<file path="config.mk">
export PLATFORM = sky130hd
export DESIGN_NAME = pie_cell
export DESIGN_NICKNAME = d
export VERILOG_FILES = /design/src/rtl/pie_pkg.sv /design/src/rtl/pie_cell.sv
export SDC_FILE = /design/constraint.sdc
export NUM_CORES = 1
export LEC_CHECK = 0
export BUFFER_PORTS_ARGS = -buffer_cell sky130_fd_sc_hd__buf_2
export CORE_UTILIZATION = 42
export CTS_CLUSTER_DIAMETER = 100
export CTS_CLUSTER_SIZE = 10
export DETAILED_ROUTE_END_ITERATION = 7
export PLACE_DENSITY = 0.84
export SLEW_MARGIN = 0
export SYNTH_ARGS = -nofsm -noshare
export SYNTH_HDL_FRONTEND = slang
export SYNTH_SLANG_ARGS = --single-unit
</file>
<file path="constraint.sdc">
create_clock -name clock -period 6.9 [get_ports clock]
set_input_delay 1.38 -clock clock [delete_from_list [all_inputs] [get_ports clock]]
set_output_delay 1.38 -clock clock [all_outputs]
set_load 0.01 [all_outputs]
</file>
<file path="src/rtl/pie_pkg.sv">
`default_nettype none
package pie_pkg;

   localparam int LIST_DEPTH = 64;
   localparam int WORD_W     = 32;
   localparam int POS_W      = 7;
   localparam int CNT_W      = 7;

   typedef enum logic [2:0] {
      REQ_APPEND = 3'd0,
      REQ_POP    = 3'd1,
      REQ_INSERT = 3'd2,
      REQ_ERASE  = 3'd3,
      REQ_READ   = 3'd4,
      REQ_CLEAR  = 3'd5
   } req_kind_type;

   typedef enum logic [1:0] {
      ST_OK    = 2'd0,
      ST_RANGE = 2'd1,
      ST_FULL  = 2'd2,
      ST_EMPTY = 2'd3
   } status_type;

   typedef enum logic [1:0] {
      CELL_HOLD   = 2'd0,
      CELL_INSERT = 2'd1,
      CELL_ERASE  = 2'd2
   } cell_op_type;

   typedef struct packed {
      cell_op_type              op;
      logic [POS_W-1:0]         pos;
      logic [CNT_W-1:0]         cnt;
      logic signed [WORD_W-1:0] value;
   } cell_ctl_type;

   typedef struct packed {
      status_type               status;
      logic                     is_empty;
      logic [CNT_W-1:0]         count;
      logic signed [WORD_W-1:0] read_value;
   } rsp_type;

endpackage
`default_nettype wire

</file>
<file path="src/rtl/pie_cell.sv">
`default_nettype none
module pie_cell #(
   parameter int Idx = 0
) (
   input  wire logic                              clock,
   input  wire pie_pkg::cell_ctl_type             ctl,
   input  wire logic signed [pie_pkg::WORD_W-1:0] lower_word,
   input  wire logic signed [pie_pkg::WORD_W-1:0] upper_word,
   output logic signed [pie_pkg::WORD_W-1:0]      word,
   output logic signed [pie_pkg::WORD_W-1:0]      rd_word
);

   localparam logic [pie_pkg::POS_W-1:0] IDX      = pie_pkg::POS_W'(Idx);
   localparam logic [pie_pkg::CNT_W-1:0] IDX_NEXT = pie_pkg::CNT_W'(Idx + 1);
   localparam logic [pie_pkg::CNT_W-1:0] IDX_CNT  = pie_pkg::CNT_W'(Idx);

   logic signed [pie_pkg::WORD_W-1:0] word_ff;
   logic signed [pie_pkg::WORD_W-1:0] word_in;

   always_comb begin
      word_in = word_ff;
      unique case (ctl.op)
         pie_pkg::CELL_INSERT: begin
            if (IDX == ctl.pos) begin
               word_in = ctl.value;
            end else if (IDX > ctl.pos && IDX_CNT <= ctl.cnt) begin
               word_in = lower_word;
            end
         end
         pie_pkg::CELL_ERASE: begin
            if (IDX >= ctl.pos && IDX_NEXT < ctl.cnt) begin
               word_in = upper_word;
            end
         end
         default: begin
            word_in = word_ff;
         end
      endcase
   end

   always_ff @(posedge clock) begin
      word_ff <= word_in;
   end

   assign word    = word_ff;
   assign rd_word = (IDX == ctl.pos) ? word_ff : '0;

endmodule
`default_nettype wire

</file>
==> metrics.md <==
| Metric | Value |
|---|---|
| GPL Wtd Cong | `0.800` |
| Leakage | `1.47 nW` |
| Tightest Hold Check Type | `input port to flop` |
| DP HPWL | `4650 um` |
| Postcts setup bufs | `0` |
| Synth Flop Type | `edfxtp_1` |
| Largest net degree at the start of global routing | `57` |
| DR vias | `2374` |
| Crit-path cells | `buf_2 -> or4_1 -> nor2_2 -> and2_1 -> buf_2` |
| Synth Area per Inst | `9.46 sq um` |
| PD cells | `138 nW/um^2` |
| DR iter-0 viols | `145` |
| Layout cells sized above 1 | `52.7%` |
| Num CTS Buffers | `5` |
| # setup viols final | `0` |
| H-tree depth | `2` |
| Initial Utilization | `44.7%` |
| Hold-fix buffers, CTS | `0` |
| Vias in the first global route | `2178` |
| Synth cell types | `20` |
| Max FFs per register | `32` |
| TNS Setup | `0 ns` |
| Drt wl/cell | `13.7 um` |
| Synth area leader | `edfxtp_1` |
| Worst ir drop on vdd | `0.0835 mV` |
| CP max-delay cell | `or4_1` |
| Final hold violation count | `0` |
| Mapped Area | `2170 sq um` |
| Synthesized flop and latch total | `32` |
| Post-synth EDFFs | `32` |
| Fmax | `194 MHz` |
| CP Class | `input port to output pin` |
| Routed wire length | `6270 um` |
| Final net count | `503` |
| Root Buffer | `clkbuf_8` |
| Global-route wire length before repair | `9400 um` |
| Initial antenna violation count | `0` |
| Slew HR | `24.6%` |
| Setup crit end kind | `output pin` |
| CP delay by family, top | `simple AND/OR/NAND/NOR gates` |
| CP arrival | `3.79 ns` |
| Post-synth ARST share | `0%` |
| CP Max Fanout | `34` |
| Crit path buffers/inverters | `2` |
| Synth Net Count | `342` |
| RSZ-0062 raised after global routing | `no` |
| CTS Sinks | `32` |
| Top cell type's share of synthesized area | `44.3%` |
| Measured slew at the worst slew-check pin | `1.13 ns` |
| Yosys warning count | `0` |
| Site Rows | `25` |
| Post-synth top cells | `48 x nand2_1, 32 x and2_1, 32 x edfxtp_1` |
| Top-count cell post-synth | `nand2_1` |
| Die W | `73.8 um` |
| Overflow after GRT | `0` |
| Critical path's largest stage delay | `1.03 ns` |
| Clock tree from TritonCTS | `yes` |
| DR pass1 iterations | `4` |
| Antenna Cells | `0` |
| Clock Tree Buf Depth | `2` |
| Fin util | `64.6%` |
| I/O Buffers | `175` |
| WP data required | `5.52 ns` |
| Post-DR vias/cell | `5.18` |
| Final Cycle Share | `74.9%` |
| Crit start category | `input port` |
| Final min period | `5.17 ns` |
| Die footprint | `5450 sq um` |
| # IOs | `177` |
| Most frequent CP cell | `buf_2` |
| Sequential area share after synthesis | `44.3%` |
| Syn Inst Count | `229` |
| CTS clk-pin slew, worst paths | `0.07 ns` |
| Die Ht | `73.8 um` |
| Status | `finished, final reports clean` |
| Gr usage total | `22.9%` |
| Post-DRT Antenna Nets | `0` |
| Max-cap viol count | `0` |
| Post-cts sizing count | `0` |
| Area added between synthesis and finish | `44.6%` |
| Largest cells by area after synthesis | `edfxtp_1 44%, o211ai_2 11%, o211ai_1 10%` |
| Slew Viols, Final | `0` |
| Core Area | `4850 sq um` |
| Fill cell count | `417` |
| Post-route DRC | `0` |
==> power breakdown <==
group / switching, W / total (W) / internal [W]
logic: 0.0000405 / 0.0000816 / 0.0000411
registers: 0.000000292 / 0.000217 / 0.000216
clock network: 0.0000632 / 0.000133 / 0.0000701
==> per-stage QoR <==
stage / total power, W / cells / hold slack (ns) / cell area (sq um) / worst slack [ns]
CTS: 0.000436 / 458 / 1.38 / 3130 / 1.67
global route: 0.000453 / 458 / 1.40 / 3130 / 1.51
floorplan: 0.000263 / 229 / 1.59 / 2170 / 2.34
detailed placement: 0.000303 / 450 / 1.68 / 3050 / 1.68
finish: 0.000432 / 458 / 1.39 / 3130 / 1.73
global placement: 0.000300 / 450 / 1.67 / 3050 / 1.78
==> routing by layer <==
layer | vias up | track usage, % | part of all wire [%]
li1 | 1168 | - | -
met1 | 1074 | 24.9 | 40
met2 | 119 | 42.5 | 53
met3 | 13 | 3.84 | 5.2
met4 | 0 | 11.3 | 2.3
met5 | - | 0 | 0
==> worst paths after layout <==
check | startpoint | end | slack (ns) | cells past startpoint
worst max-delay path | ctl[43] | rd_word[7] | 1.73 | 5
worst min-delay path | upper_word[29] | word[29] | 1.39 | 3
==> kinds of logic (layout without fill, tap and decap cells) <==
family                 Yosys count  in the layout  synth area share, %
AO/OA/AOI/OAI                   74             74                 28.5
buffers and inverters           25            187                 5.43
flip-flops                      32             32                 44.3
AND/OR/NAND/NOR                 98             98                 21.7
==> cell usage in the layout (no fill, tap or decap), drive strengths merged <==
master  synthesis  layout
buf             4     178
nand2          48      48
o211ai         48      48
and2           32      32
edfxtp         32      32
nor2           10      10
a21oi           9       9
o21ai           8       8
a41oi           8       8
clkbuf         20       7
or4             2       2
nand2b          2       2
or3             1       1
inv             1       1
nor4            1       1
nor2b           1       1
or2             1       1
o31ai           1       1
clkinv          0       1
==> final cells by class <==
cell class,count,area (sq um),area share [%]
Clock buffer,7,76.3,2.44
Sequential cell,32,961,30.7
Multi-Input combinational cell,172,1110,35.3
Inverter,1,3.75,0.120
Clock inverter,1,3.75,0.120
Tap cell,67,83.8,2.67
Timing Repair Buffer,178,898,28.7
Power figures use the tool's default switching activity.
