===== config.mk =====
export PLATFORM = sky130hd
export DESIGN_NAME = pie_ctrl
export DESIGN_NICKNAME = d
export VERILOG_FILES = /design/src/rtl/pie_pkg.sv /design/src/rtl/pie_ctrl.sv
export SDC_FILE = /design/constraint.sdc
export NUM_CORES = 1
export LEC_CHECK = 0
export ABC_AREA = 1
export BUFFER_PORTS_ARGS = -buffer_cell sky130_fd_sc_hd__buf_2
export CORE_MARGIN = 2
export CORE_UTILIZATION = 48
export CTS_CLUSTER_SIZE = 10
export DETAILED_ROUTE_END_ITERATION = 7
export PLACE_DENSITY = 0.94
export REMOVE_ABC_BUFFERS = 1
export SYNTH_ARGS = -nofsm -noshare
export SYNTH_HDL_FRONTEND = slang
export SYNTH_SLANG_ARGS = --single-unit

===== constraint.sdc =====
create_clock -name clock -period 3.4 [get_ports clock]
set_input_delay 0.68 -clock clock [delete_from_list [all_inputs] [get_ports clock]]
set_output_delay 0.68 -clock clock [all_outputs]
set_load 0.02 [all_outputs]

===== src/rtl/pie_pkg.sv =====
`default_nettype none
package pie_pkg;

   localparam int LIST_DEPTH = 64;
   localparam int WORD_W     = 32;
   localparam int POS_W      = 7;
   localparam int CNT_W      = 7;

   typedef enum logic [2:0] {
      REQ_APPEND = 3'd0,
      REQ_POP    = 3'd1,
      REQ_INSERT = 3'd2,
      REQ_ERASE  = 3'd3,
      REQ_READ   = 3'd4,
      REQ_CLEAR  = 3'd5
   } req_kind_type;

   typedef enum logic [1:0] {
      ST_OK    = 2'd0,
      ST_RANGE = 2'd1,
      ST_FULL  = 2'd2,
      ST_EMPTY = 2'd3
   } status_type;

   typedef enum logic [1:0] {
      CELL_HOLD   = 2'd0,
      CELL_INSERT = 2'd1,
      CELL_ERASE  = 2'd2
   } cell_op_type;

   typedef struct packed {
      cell_op_type              op;
      logic [POS_W-1:0]         pos;
      logic [CNT_W-1:0]         cnt;
      logic signed [WORD_W-1:0] value;
   } cell_ctl_type;

   typedef struct packed {
      status_type               status;
      logic                     is_empty;
      logic [CNT_W-1:0]         count;
      logic signed [WORD_W-1:0] read_value;
   } rsp_type;

endpackage
`default_nettype wire


===== src/rtl/pie_ctrl.sv =====
`default_nettype none
module pie_ctrl (
   input  wire logic                              clock,
   input  wire logic                              reset,
   input  wire logic                              req_valid,
   output logic                                   req_ready,
   input  wire logic [2:0]                        req_kind,
   input  wire logic [pie_pkg::POS_W-1:0]         req_pos,
   input  wire logic signed [pie_pkg::WORD_W-1:0] req_value,
   input  wire logic signed [pie_pkg::WORD_W-1:0] rd_bus,
   output pie_pkg::cell_ctl_type                  ctl,
   output logic                                   rsp_valid,
   input  wire logic                              rsp_ready,
   output pie_pkg::rsp_type                       rsp
);

   localparam logic [pie_pkg::CNT_W-1:0] FULL_CNT = pie_pkg::CNT_W'(pie_pkg::LIST_DEPTH);
   localparam logic [pie_pkg::CNT_W-1:0] ONE      = pie_pkg::CNT_W'(1);

   logic [pie_pkg::CNT_W-1:0] cnt_ff;
   logic [pie_pkg::CNT_W-1:0] cnt_in;
   logic                      rsp_valid_ff;
   logic                      rsp_valid_in;
   pie_pkg::rsp_type          rsp_ff;
   pie_pkg::rsp_type          rsp_in;

   logic                      accept;
   logic                      read_ok;
   pie_pkg::cell_op_type      op;
   logic [pie_pkg::POS_W-1:0] op_pos;
   pie_pkg::status_type       status;
   logic [pie_pkg::CNT_W-1:0] cnt_next;

   assign req_ready = !reset && (!rsp_valid_ff || rsp_ready);
   assign accept    = req_valid && req_ready;

   always_comb begin
      status   = pie_pkg::ST_OK;
      cnt_next = cnt_ff;
      op       = pie_pkg::CELL_HOLD;
      op_pos   = req_pos;
      read_ok  = 1'b0;
      unique case (pie_pkg::req_kind_type'(req_kind))
         pie_pkg::REQ_APPEND: begin
            if (cnt_ff == FULL_CNT) begin
               status = pie_pkg::ST_FULL;
            end else begin
               op       = pie_pkg::CELL_INSERT;
               op_pos   = cnt_ff;
               cnt_next = cnt_ff + ONE;
            end
         end
         pie_pkg::REQ_POP: begin
            if (cnt_ff == '0) begin
               status = pie_pkg::ST_EMPTY;
            end else begin
               cnt_next = cnt_ff - ONE;
            end
         end
         pie_pkg::REQ_INSERT: begin
            priority if (req_pos > cnt_ff) begin
               status = pie_pkg::ST_RANGE;
            end else if (cnt_ff == FULL_CNT) begin
               status = pie_pkg::ST_FULL;
            end else begin
               op       = pie_pkg::CELL_INSERT;
               cnt_next = cnt_ff + ONE;
            end
         end
         pie_pkg::REQ_ERASE: begin
            priority if (cnt_ff == '0) begin
               status = pie_pkg::ST_EMPTY;
            end else if (req_pos >= cnt_ff) begin
               status = pie_pkg::ST_RANGE;
            end else begin
               op       = pie_pkg::CELL_ERASE;
               cnt_next = cnt_ff - ONE;
            end
         end
         pie_pkg::REQ_READ: begin
            priority if (cnt_ff == '0) begin
               status = pie_pkg::ST_EMPTY;
            end else if (req_pos >= cnt_ff) begin
               status = pie_pkg::ST_RANGE;
            end else begin
               read_ok = 1'b1;
            end
         end
         pie_pkg::REQ_CLEAR: begin
            cnt_next = '0;
         end
         default: begin
            status = pie_pkg::ST_OK;
         end
      endcase
   end

   assign ctl.op    = accept ? op : pie_pkg::CELL_HOLD;
   assign ctl.pos   = op_pos;
   assign ctl.cnt   = cnt_ff;
   assign ctl.value = req_value;

   always_comb begin
      cnt_in       = accept ? cnt_next : cnt_ff;
      rsp_valid_in = accept || (rsp_valid_ff && !rsp_ready);
      rsp_in       = rsp_ff;
      if (accept) begin
         rsp_in.status     = status;
         rsp_in.is_empty   = (cnt_next == '0);
         rsp_in.count      = cnt_next;
         rsp_in.read_value = read_ok ? rd_bus : '0;
      end
   end

   always_ff @(posedge clock) begin
      if (reset) begin
         cnt_ff       <= '0;
         rsp_valid_ff <= 1'b0;
      end else begin
         cnt_ff       <= cnt_in;
         rsp_valid_ff <= rsp_valid_in;
      end
   end

   always_ff @(posedge clock) begin
      rsp_ff <= rsp_in;
   end

   assign rsp_valid = rsp_valid_ff;
   assign rsp       = rsp_ff;

endmodule
`default_nettype wire


==> results.json <==
{
  "synth_compound_area_share_pct": 5.51,
  "dp_cells": 520,
  "utilization_pct": 56.1,
  "fin_worst_skew_ns": 0.00669,
  "grt_start_max_net_pins": 54,
  "pre_cts_ws_ns": 0.540,
  "fmax_mhz": 330,
  "grt_setup_unrepaired": "no",
  "wl_per_cell_um": 15.8,
  "reg2reg_depth": 14,
  "required_ns": 2.72,
  "ctsResizeCount": 0,
  "numCtsBuffers": 5,
  "p_leak_nw": 1.87,
  "detail-route-antenna-nets": 0,
  "die_x_um": 83.9,
  "drc": 0,
  "setup_viol": 0,
  "synth_top_area_share_pct": 41.2,
  "synth_adder_area_share_pct": 3.68,
  "whs_path_depth": 2,
  "crit_fanout": 8,
  "synth_cells": 374,
  "synth_flop_cell": "edfxtp_1",
  "synth_edf_count": 42,
  "synth-seq-cells": 50,
  "drt_iter0_drc": 127,
  "syn_area_um2": 3060,
  "synth_top_family_by_area": "simple AND/OR/NAND/NOR gates",
  "clk_pin_slew_worst_paths_ns": 0.09,
  "core-area_um2": 6280,
  "cts.htree.levels": 2,
  "tns_ns": 0,
  "top_level_ports": 170,
  "hold_class": "reg2reg",
  "grt_pass1_wl_mm": 13.1,
  "synth_cell_type_count": 29,
  "cts_buffer_depth": 2,
  "routabilityCongestion": 0.911,
  "vias": 2668,
  "slew_headroom_pct": 58.7,
  "maxCapViolCount": 0,
  "yosysTopAreaCell": "edfxtp_1",
  "finalNetCount": 537,
  "grt_pass1_vias": 2517,
  "maxSlewViolCount": 0,
  "cts_tree": "built",
  "holdBufCountCts": 0,
  "firstDrtPassIters": 4,
  "layout-drive-gt1-share_pct": 31.3,
  "period_needed_ns": 3.03,
  "postSynthAreaPerCell_um2": 8.19,
  "status": "finished, final reports clean",
  "detail_route.wirelength_mm": 8.35,
  "yosys_warnings": 0,
  "hold_viol": 0,
  "yosysMostFrequentCell": "nand2_1",
  "place_hpwl_mm": 6.63,
  "cts_setup_buffers": 0,
  "grt_use_total_pct": 23.9,
  "io_buffers": 105,
  "via_per_inst": 5.05,
  "cp.arrival_ns": 2.35,
  "final_cells": 528,
  "globalRouteOverflowTotal": 0,
  "async_reset_ff_share_pct": 0,
  "start_kind": "flop",
  "synth_mux_area_share_pct": 0,
  "p_per_area_nw_per_um2": 403,
  "ir_drop_uv": 221,
  "antenna_found_initial": 0,
  "period_share_pct": 89.2,
  "cts_sinks": 50,
  "synth-simple-area-share_pct": 25.6,
  "yosysSeqAreaShare_pct": 46.4,
  "n_antenna_cell": 0,
  "worst-slew-pin-transition_ns": 0.619,
  "clkLatencyLatePin_ns": 0.30,
  "synth_xor_area_share_pct": 1.14,
  "critPathCaptureType": "output pin",
  "die_area_um2": 7040,
  "syn_to_final_growth_pct": 15.1,
  "path_class": "reg2out",
  "setup_ws_ns": 0.367,
  "placementRows": 29,
  "die_h_um": 83.9,
  "start_util_pct": 48.8,
  "yosys-top-cells-count": "nand2_1 (76), inv_1 (63), nor2_1 (55)",
  "cts-root-buf": "clkbuf_8",
  "yosys-top-cells-area": "edfxtp_1 (41%), nand2_1 (9.3%), buf_4 (8.1%)"
}
-- metal layers --
metal / track usage, % / wire length [µm] / up-vias
met1: 30.6 / 3590 / 1194
met3: 12.8 / 1080 / 13
met5: 11.4 / 57 / -
met2: 35.3 / 3540 / 160
met4: 4.40 / 69 / 2
li1: - / - / 1299
-- flip-flops by register name, indices dropped and copies added (netlist names) --
register,cells
rsp,42
cnt_ff,7
rsp_valid,1
-- metrics by stage --
stage | hold slack, ns | total power [mW] | area, µm²
after floorplan | 0.606 | 0.953 | 2780
after global placement | 0.484 | 1.06 | 3430
after detailed placement | 0.512 | 1.07 | 3430
after CTS | 0.538 | 1.44 | 3520
after global routing | 0.567 | 1.50 | 3520
final | 0.530 | 1.42 | 3520
-- placed cells by master, fill, tap and decap left out, types with 8 or more instances in the layout --
cell type / synthesis / layout
ha_1: 9 / 9
nor2_1: 55 / 55
buf_2: 5 / 105
nand2_1: 76 / 76
nand3_1: 19 / 19
o21ai_0: 10 / 10
nand2_2: 9 / 9
edfxtp_1: 42 / 42
dfxtp_1: 8 / 8
inv_1: 63 / 62
a21oi_1: 12 / 12
-- path summary, 6_finish.rpt --
path                                start        end  slack (ns)
worst max-delay path            cnt_ff[4]    ctl[46]        0.37
worst min-delay path            rsp_valid  rsp_valid        0.53
worst max register to register  cnt_ff[4]    rsp[39]        1.02
worst min register to register  rsp_valid  rsp_valid        0.53
-- cell type report --
type	instances	area [µm²]
fill	607	2750
sequential	50	1420
multi-input combinational	218	1100
timing repair buffer	109	556
inverter	66	253
tap	77	96.3
clock buffer	5	68.8
clock inverter	3	28.8
-- critical path: stages (launching register included) --
cell	delay [ns]
dfxtp_1	0.50
inv_1	0.17
ha_1	0.33
nand2_1	0.06
nand2_1	0.08
a21oi_4	0.22
nand2_2	0.11
nand2_1	0.08
nand2_2	0.07
nand2_4	0.11
nand2_1	0.06
nor2_1	0.09
buf_2	0.18
-- power by group --
group	switching [mW]	internal, mW
clock	0.212	0.153
sequential	0.0120	0.696
combinational	0.232	0.116
-- cells by family (layout without fill, tap and decap cells) --
family | after synthesis | count (layout)
flip-flops | 50 | 50
adder cells (fa/ha/maj) | 9 | 9
AND/OR/NAND/NOR | 176 | 176
buffers and inverters | 106 | 183
AO/OA/AOI/OAI | 29 | 29
XOR/XNOR | 4 | 4
(Power assumes the default switching activity.)
